[src/rtl/mvt_pkg.sv]
// Package for the 4x4 matrix-vector transform core.
// Holds word widths, payload and command types, and the saturation helper.
// No dependencies.
package mvt_pkg;

  localparam int WORD_BITS = 32;
  localparam int FRAC_BITS = 16;
  // product after the fraction shift, and the exact sum of four of them
  localparam int TERM_BITS = 2 * WORD_BITS - FRAC_BITS;
  localparam int SUM_BITS  = TERM_BITS + 2;

  typedef logic signed [WORD_BITS-1:0] word_t;
  typedef logic signed [SUM_BITS-1:0]  sum_t;

  localparam word_t WORD_MAX = {1'b0, {(WORD_BITS-1){1'b1}}};
  localparam word_t WORD_MIN = {1'b1, {(WORD_BITS-1){1'b0}}};
  localparam word_t UNIT     = word_t'(1) << FRAC_BITS;

  // item mode codes
  localparam logic [1:0] MODE_LOAD   = 2'd0;
  localparam logic [1:0] MODE_VECTOR = 2'd1;
  localparam logic [1:0] MODE_POINT  = 2'd2;

  typedef struct packed {
    logic [1:0] mode;
    logic [1:0] row_sel;
    logic [1:0] col_sel;
    word_t      element_value;
    word_t      in_x;
    word_t      in_y;
    word_t      in_z;
    word_t      in_w;
  } in_item_t;

  typedef struct packed {
    word_t out_x;
    word_t out_y;
    word_t out_z;
    word_t out_w;
  } out_item_t;

  typedef enum logic [1:0] {
    OP_LOAD   = 2'd0,
    OP_VECTOR = 2'd1,
    OP_POINT  = 2'd2
  } op_t;

  // command passed from front to back through the queue
  typedef struct packed {
    op_t             op;
    logic [1:0]      row;
    logic [1:0]      col;
    word_t           elem;
    word_t [3:0]     vec;
  } cmd_t;

  function automatic word_t sat_word(input sum_t s);
    word_t r;
    if (s > sum_t'(WORD_MAX)) begin
      r = WORD_MAX;
    end else if (s < sum_t'(WORD_MIN)) begin
      r = WORD_MIN;
    end else begin
      r = word_t'(s);
    end
    return r;
  endfunction

endpackage

[src/rtl/mvt_front.sv]
// Front end of the transform core: accepts items and turns them into commands.
// Depends on mvt_pkg.
module mvt_front (
  input  logic             item_valid,
  output logic             item_ready,
  input  mvt_pkg::in_item_t item,
  output logic             cmd_valid,
  input  logic             cmd_ready,
  output mvt_pkg::cmd_t    cmd
);
  import mvt_pkg::*;

  logic known;

  // unused mode is taken and dropped
  assign item_ready = cmd_ready;
  assign cmd_valid  = item_valid && known;

  always_comb begin
    known      = 1'b1;
    cmd.op     = OP_LOAD;
    cmd.row    = item.row_sel;
    cmd.col    = item.col_sel;
    cmd.elem   = item.element_value;
    cmd.vec[0] = item.in_x;
    cmd.vec[1] = item.in_y;
    cmd.vec[2] = item.in_z;
    cmd.vec[3] = item.in_w;
    unique case (item.mode)
      MODE_LOAD:   cmd.op = OP_LOAD;
      MODE_VECTOR: cmd.op = OP_VECTOR;
      MODE_POINT: begin
        cmd.op     = OP_POINT;
        cmd.vec[3] = UNIT;
      end
      default:     known = 1'b0;
    endcase
  end

endmodule

[config.mk]
export PLATFORM = sky130hd
export DESIGN_NAME = mvt_front
export DESIGN_NICKNAME = d
export VERILOG_FILES = /design/src/rtl/mvt_pkg.sv /design/src/rtl/mvt_front.sv
export SDC_FILE = /design/constraint.sdc
export NUM_CORES = 1
export LEC_CHECK = 0
export ABC_CLOCK_PERIOD_IN_PS = 1500
export BUFFER_PORTS_ARGS = -buffer_cell sky130_fd_sc_hd__buf_2
export CAP_MARGIN = 20
export CORE_AREA = 5 5 127 129
export DETAILED_ROUTE_END_ITERATION = 7
export DIE_AREA = 0 0 132 134
export PLACE_DENSITY = 0.49
export SKIP_LAST_GASP = 1
export SLEW_MARGIN = 20
export SYNTH_ARGS = -nofsm -noshare
export SYNTH_HDL_FRONTEND = slang
export SYNTH_SLANG_ARGS = --single-unit
[constraint.sdc]
create_clock -name vclk -period 1.5
set_clock_uncertainty 0.15 [all_clocks]
set_input_delay 0.45 -clock vclk [all_inputs]
set_output_delay 0.45 -clock vclk [all_outputs]
set_load 0.02 [all_outputs]
==> results.md <==
* Worst setup EP type: primary output
* CORE AREA at 0.0149 mm^2
* Filler cell count at 1,715
* Via Count at 729
* Fin crit period at 1.63 ns
* WL per Instance at 12.5 um
* Routability Congestion at 0.600
* Drt drc at 0
* Port bufs at 70
* Pint at 238 uW
* Maximum fanout along the worst path at 8
* Setup repair after global routing missed its margin: true
* Setup repair bufs after CTS at 0
* Via-per-instance ratio at 2.43
* Final Hold Viols at 0
* Pre-CTS setup slack at -0.330 ns
* FMAX at 613 MHz
* Diodes inserted at 0
* Synth unique cells at 9
* IR drop worst, VDD at 0.0000520 V
* Die area at 0.0177 mm^2
* Setup TNS at -3.66 ns
* Final period util at 1.09
* Register area at 0 um^2
* Cts hold-fix bufs at 0
* CP Data Required Time at 0.90 ns
* Gr ovfl total at 0
* Register area share after synthesis at 0
* PwrDens at 336 mW/mm^2
* Overall die height at 134 um
* Seq cells at 0
* Chip Width at 132 um
* Slew Viols, Final at 0
* Worst Hold Class: input port to primary output
* Post-synthesis cell count at 172
* Crit start category: input port
* Worst-Margin Slew at 0.129 ns
* Syn avg cell area at 7.70 um^2
* Final setup fails at 35
* Initial Util at 0.0888
* Layout area overhead at -7.74%
* Hold Path End: cmd[13]
* Area occupied by multi-input gates at 365 um^2
* CP Data Arrival Time at 1.03 ns
* Slew margin rel. at 0.914
* Nets@finish at 282
* Final HPWL DP at 2790 um
* Io pins at 336
* Min-delay src: item[109]
* Detailed Route WL at 3760 um
* CP startpoint: item[164]
* Syn Nets at 340
* First-pass GRT wire length at 4960 um
* Largest net degree at the start of global routing at 9
* LEAKAGE at 0.000574 uW
* Comb power frac at 1.000
* Clock buf count at 0
* Seq pwr share at 0
* Antenna violations before repair at 0
* Drt first pass iters at 2
* DR iter-0 viols at 6
* Run status: finished with violations
* Switching part of the total at 0.421
* Max-cap violations at 0
* Final worst slack at -0.133 ns
* # rows at 45
* Vias in the first global route at 777
* Cell Area, Synth at 0.00133 mm^2
* Sw Pwr at 173 uW
* Failing checks: negative setup slack
* Share of cells above drive strength 1 at 0.982
* DRT antenna net count at 0
* Kind of critical path: input port to primary output
* Overall global routing resource usage at 0.0365
* Synth warn at 0
* Hold Path Cell Cnt at 0
* Clock group share of total power at 0
==> metal layers <==
layer  wire length, um  vias to the layer above  track usage
met5                 0                        -            0
met4               511                        0       0.0457
met3               603                       60       0.0158
met2              1960                      113       0.0727
met1               682                      286       0.0192
li1                  -                      270            -
==> how the worst max path moves through the flow <==
stage / endpoint / slack, ns / depth (start not counted)
2_1_floorplan: cmd[115] / -0.04 / 3
3_3_place_gp: cmd[126] / -0.33 / 4
4_1_cts: cmd[106] / -0.15 / 4
3_5_place_dp: cmd[97] / -0.33 / 4
6_report: cmd[116] / -0.13 / 4
5_1_grt: cmd[116] / -0.16 / 4
==> Yosys cell counts <==
master	n	area [um^2]
a21boi_0	1	7.51
and2_1	7	43.8
and2_4	24	210
and2b_1	1	7.51
buf_4	133	998
buf_6	3	33.8
inv_1	1	3.75
nand2b_1	1	6.26
nand2b_4	1	13.8
==> cells in the final DEF, fill, tap and decap left out <==
cell type,count
a21boi_2,1
and2_4,31
and2b_1,1
buf_12,2
buf_6,36
buf_4,1
nand2b_1,1
nand2b_4,5
buf_2,33
inv_2,1
==> critical path, stage by stage <==
cell	delay (ns)
buf_12	0.11
nand2b_4	0.18
and2_4	0.16
buf_6	0.12
==> cells by family after synthesis <==
group	Yosys count	share of synthesized area
buf+inv	137	0.782
simple gates	34	0.212
compound gates	1	0.00567
==> power by group through the flow <==
stage               registers (uW)  logic, uW  clock network (uW)
floorplan                        0        695                   0
finish                           0        411                   0
global route                     0        434                   0
global placement                 0        285                   0
CTS                              0        409                   0
detailed placement               0        284                   0
==> layout make-up <==
class,instances,share of cell area
Timing Repair Buffer,72,0.506
Multi-Input combinational cell,39,0.299
Tap cell,188,0.192
Inverter,1,0.00307
==> metrics by stage <==
| step | total power, uW | hold WS (ns) | utilization | cells | instance area [um^2] |
|---|---|---|---|---|---|
| finish | 411 | 0.750 | 0.0819 | 300 | 1220 |
| global route | 434 | 0.750 | 0.0819 | 300 | 1220 |
| CTS | 409 | 0.750 | 0.0812 | 300 | 1210 |
| detailed placement | 284 | 0.750 | 0.0599 | 296 | 893 |
| global placement | 285 | 0.750 | 0.0599 | 296 | 893 |
| floorplan | 695 | 0.863 | - | 172 | 1330 |
==> timing repair <==
| item | in CTS | in global routing |
|---|---|---|
| endpoints found under the setup margin | 35 | 35 |
| gates resized for setup | 87 | 5 |
| pin swaps | 15 | 3 |
| cloned | 4 | 0 |
Power figures use the tool's default switching activity.
