`src/rtl/mvt_pkg.sv`:
```
// Package for the 4x4 matrix-vector transform core.
// Holds word widths, payload and command types, and the saturation helper.
// No dependencies.
package mvt_pkg;

  localparam int WORD_BITS = 32;
  localparam int FRAC_BITS = 16;
  // product after the fraction shift, and the exact sum of four of them
  localparam int TERM_BITS = 2 * WORD_BITS - FRAC_BITS;
  localparam int SUM_BITS  = TERM_BITS + 2;

  typedef logic signed [WORD_BITS-1:0] word_t;
  typedef logic signed [SUM_BITS-1:0]  sum_t;

  localparam word_t WORD_MAX = {1'b0, {(WORD_BITS-1){1'b1}}};
  localparam word_t WORD_MIN = {1'b1, {(WORD_BITS-1){1'b0}}};
  localparam word_t UNIT     = word_t'(1) << FRAC_BITS;

  // item mode codes
  localparam logic [1:0] MODE_LOAD   = 2'd0;
  localparam logic [1:0] MODE_VECTOR = 2'd1;
  localparam logic [1:0] MODE_POINT  = 2'd2;

  typedef struct packed {
    logic [1:0] mode;
    logic [1:0] row_sel;
    logic [1:0] col_sel;
    word_t      element_value;
    word_t      in_x;
    word_t      in_y;
    word_t      in_z;
    word_t      in_w;
  } in_item_t;

  typedef struct packed {
    word_t out_x;
    word_t out_y;
    word_t out_z;
    word_t out_w;
  } out_item_t;

  typedef enum logic [1:0] {
    OP_LOAD   = 2'd0,
    OP_VECTOR = 2'd1,
    OP_POINT  = 2'd2
  } op_t;

  // command passed from front to back through the queue
  typedef struct packed {
    op_t             op;
    logic [1:0]      row;
    logic [1:0]      col;
    word_t           elem;
    word_t [3:0]     vec;
  } cmd_t;

  function automatic word_t sat_word(input sum_t s);
    word_t r;
    if (s > sum_t'(WORD_MAX)) begin
      r = WORD_MAX;
    end else if (s < sum_t'(WORD_MIN)) begin
      r = WORD_MIN;
    end else begin
      r = word_t'(s);
    end
    return r;
  endfunction

endpackage

```
`src/rtl/mvt_queue.sv`:
```
// Two-entry command queue between front and back of the transform core.
// Depends on mvt_pkg.
module mvt_queue (
  input  logic          clk,
  input  logic          rst,
  input  logic          push_valid,
  output logic          push_ready,
  input  mvt_pkg::cmd_t push_cmd,
  output logic          pop_valid,
  input  logic          pop_ready,
  output mvt_pkg::cmd_t pop_cmd
);
  import mvt_pkg::*;

  localparam int DEPTH = 2;
  localparam int PTR_BITS = $clog2(DEPTH);

  cmd_t                entries [DEPTH];
  logic [PTR_BITS-1:0] wr_ptr;
  logic [PTR_BITS-1:0] rd_ptr;
  logic [PTR_BITS:0]   count;
  logic                do_push;
  logic                do_pop;

  assign push_ready = count != (PTR_BITS+1)'(DEPTH);
  assign pop_valid  = count != '0;
  assign pop_cmd    = entries[rd_ptr];
  assign do_push    = push_valid && push_ready;
  assign do_pop     = pop_valid && pop_ready;

  always_ff @(posedge clk) begin
    if (do_push) begin
      entries[wr_ptr] <= push_cmd;
    end
  end

  always_ff @(posedge clk) begin
    if (rst) begin
      wr_ptr <= '0;
      rd_ptr <= '0;
      count  <= '0;
    end else begin
      if (do_push) begin
        wr_ptr <= wr_ptr + 1'b1;
      end
      if (do_pop) begin
        rd_ptr <= rd_ptr + 1'b1;
      end
      case ({do_push, do_pop})
        2'b10:   count <= count + 1'b1;
        2'b01:   count <= count - 1'b1;
        default: count <= count;
      endcase
    end
  end

endmodule

```
`config.mk`:
```
export PLATFORM = sky130hd
export DESIGN_NAME = mvt_queue
export DESIGN_NICKNAME = d
export VERILOG_FILES = /design/src/rtl/mvt_pkg.sv /design/src/rtl/mvt_queue.sv
export SDC_FILE = /design/constraint.sdc
export NUM_CORES = 1
export LEC_CHECK = 0
export BUFFER_PORTS_ARGS = -buffer_cell sky130_fd_sc_hd__buf_2
export CORE_ASPECT_RATIO = 0.8
export CORE_MARGIN = 3
export CORE_UTILIZATION = 25
export CTS_CLUSTER_DIAMETER = 80
export DETAILED_ROUTE_END_ITERATION = 6
export PLACE_DENSITY = 0.56
export SYNTH_ARGS = -nofsm -noshare
export SYNTH_HDL_FRONTEND = slang
export SYNTH_SLANG_ARGS = --single-unit
```
`constraint.sdc`:
```
create_clock -name clk -period 12.3 [get_ports clk]
set_clock_uncertainty 0.15 [all_clocks]
set_input_delay 0.615 -clock clk [delete_from_list [all_inputs] [get_ports clk]]
set_output_delay 0.615 -clock clk [all_outputs]
set_load 0.02 [all_outputs]
```
==> reports/qor.csv <==
metric,value,unit
ir_drop,0.131,mV
cp_max_fo,66,
syn-instance-count,540,
cts_max_path_buffers,3,
hold_buffers,0,
worst_r2r_startpoint,count[0]$_SDFFE_PP0P_,
numPortBuffers,337,
drc,0,
netlist_area,0.0122,mm^2
routabilityCongestion,0.740,
rr_worst_depth,3,
finalCriticalPeriod,3.42,ns
rsz0062_at_grt,false,
fmax,292,MHz
grt_pass1_wl,38500,um
power.density,223,mW/mm^2
ioPinCount,338,
clkSinkCount,337,
via_per_inst,4.05,
antenna_cells,0,
cp_num_buf_inv,2,
p_comb_share,26.5,%
insertion_delay,0.53,ns
fin_crit_sh,27.8,%
cts_tree,yes,
cp_top_family,buffers and inverters,
synth_edf_count,332,
die_y,203,um
drtIter0Drc,269,
worstHoldPathCells,1,
seqPwrFrac,42.7,%
hpwl,17500,um
switching_power,1050,uW
cts_setup_buffers,0,
cp_slowest_cell,buf_4,
path_cells,buf_4 -> mux2_2 -> buf_2,
syn_nets,711,
hold_start,push_cmd[133],
clk_pin_slew,0.06,ns
drive_gt1_share,60.6,%
ys.warnings.count,0,
synth_cell_types,20,
crit_path_end_kind,output port,
hold_viol,0,
status,completed,
seq_area_frac_synth,82.6,%
rows,71,
path_class,flip-flop to output port,
design.core.area,0.0476,mm^2
wl_per_cell,17.0,um
async_reset_ff_share,0,%
synth-xor-area-share,0.216,%
worst_pin_slew,0.953,ns
hold_path_class,primary input to flip-flop,
antenna_left,0,
firstDrtPassIters,4,
setup_viol_count_final,0,
synth_top_family_by_area,multiplexers,
root_buffer,clkbuf_16,
synth_ff_type,edfxtp_1,
synth_compound_area_share,0.267,%
path_depth,3,
syn_area_per_cell,22.6,um^2
relSlewSlack,36.5,%
grt-ovfl-total,0,
numCtsBuffers,36,
grt_pass1_vias,6584,
p_int,2470,uW
p_sw_share,29.8,%
pwr-share-clk,30.8,%
fp.dieW,253,um
critPathRequiredTime,11.53,ns
synth_seq_cells,337,
p_leak,0.00574,uW
start_kind,flip-flop,
synthSimpleGateAreaFrac,0.390,%
yosys.area_share.adder,0.103,%
min_to,entries[0][133]$_DFFE_PP_,
fin_util,33.1,%
critPathArrivalTime,2.66,ns
antenna_found_initial,6,
rr_endpoint,entries[1][20]$_DFFE_PP_,
dr_total_vias,6284,
grt_max_degree,67,
nets,1074,
max_cap_violations,0,
start_util,25.6,%
drt_wl_total,26400,um
slowest_delay,0.75,ns
drv_slew,0,
die_area,0.0514,mm^2
htree_levels,2,
post_cts_resized,0,
tns,0,ns
syn_to_final_growth,29.4,%
synthMuxAreaShare,15.3,%
r2r_slack,9.59,ns
grt.total_usage,9.81,%
==> cells in the mapped netlist (2+ instances only) <==
master | number | area [um^2]
a21oi_1 | 2 | 10.0
buf_2 | 4 | 20.0
buf_4 | 14 | 105
dfxtp_1 | 5 | 100
edfxtp_1 | 332 | 9970
mux2_2 | 166 | 1870
nor2_1 | 3 | 11.3
xnor2_1 | 2 | 17.5
==> worst max-delay path by stage <==
stage	start	to	slack, ns
2_1_floorplan	count[0]$_SDFFE_PP0P_	entries[1][0]$_DFFE_PP_	7.01
3_3_place_gp	flip-flop	pop_cmd[98]	9.38
3_5_place_dp	flip-flop	pop_cmd[98]	9.36
4_1_cts	flip-flop	pop_cmd[98]	8.77
5_1_grt	flip-flop	pop_cmd[20]	8.69
6_report	flip-flop	pop_cmd[20]	8.88
==> cell families after synthesis <==
| family | after synthesis |
|---|---|
| compound gates | 5 |
| xor+xnor | 3 |
| fa+ha+maj | 1 |
| buf+inv | 19 |
| flops | 337 |
| mux | 166 |
| simple gates | 9 |
==> power groups by stage <==
stage	combinational, uW	sequential, uW	clock [uW]
after floorplan	664	1520	0
after global placement	947	1520	0
after detailed placement	951	1530	0
after CTS	956	1510	1130
after global routing	1000	1520	1180
final	932	1500	1090
==> cell type report <==
class | count | area (um^2)
well taps | 620 | 776
flip-flops and latches | 337 | 10100
clock inverters | 18 | 223
inverters | 1 | 8.76
clock buffers | 48 | 967
repair buffers | 343 | 1730
fillers | 4658 | 31800
multi-input cells | 184 | 1990
==> routing by layer <==
| layer | track usage, % | vias to the layer above | routed length [um] |
|---|---|---|---|
| met5 | 0 | - | 50 |
| met4 | 3.64 | 10 | 602 |
| met3 | 4.45 | 51 | 2780 |
| met2 | 15.2 | 241 | 11900 |
| met1 | 12.0 | 3101 | 11000 |
| li1 | - | 2881 | - |
==> metrics by stage <==
step	std cells	area [um^2]	setup WS [ns]	total power, uW	hold WS (ns)
2_1_floorplan	540	12200	7.01	2190	0.324
3_3_place_gp	1485	14600	9.38	2470	0.347
3_5_place_dp	1485	14600	9.36	2480	0.361
4_1_cts	1551	15800	8.77	3600	0.0656
5_1_grt	1551	15800	8.69	3700	0.0817
6_report	1551	15800	8.88	3520	0.123
==> state kept, by name (all words and copies together) (netlist names), named ones only <==
signal   count
wr_ptr       1
entries    332
rd_ptr       1
count        2
==> cells in the final DEF (no fill, tap or decap) <==
cell type     n
clkinv_4      1
nand3b_1      1
o21ai_0       1
mux2_2      166
clkbuf_1     11
bufinv_16     5
ha_1          1
xor2_1        1
o21a_1        1
a21bo_2       1
nor2_1        3
or2_2         1
dfxtp_4       1
clkinv_1      5
edfxtp_1    332
buf_4         6
a21oi_1       2
and3_4        1
clkbuf_16    37
or3_1         1
clkinvlp_4    1
clkinv_2      4
xnor2_1       2
nand2b_1      1
dfxtp_1       4
buf_2       337
inv_6         3
nand2_1       1
Note: power is estimated with default switching activity, not from simulation.
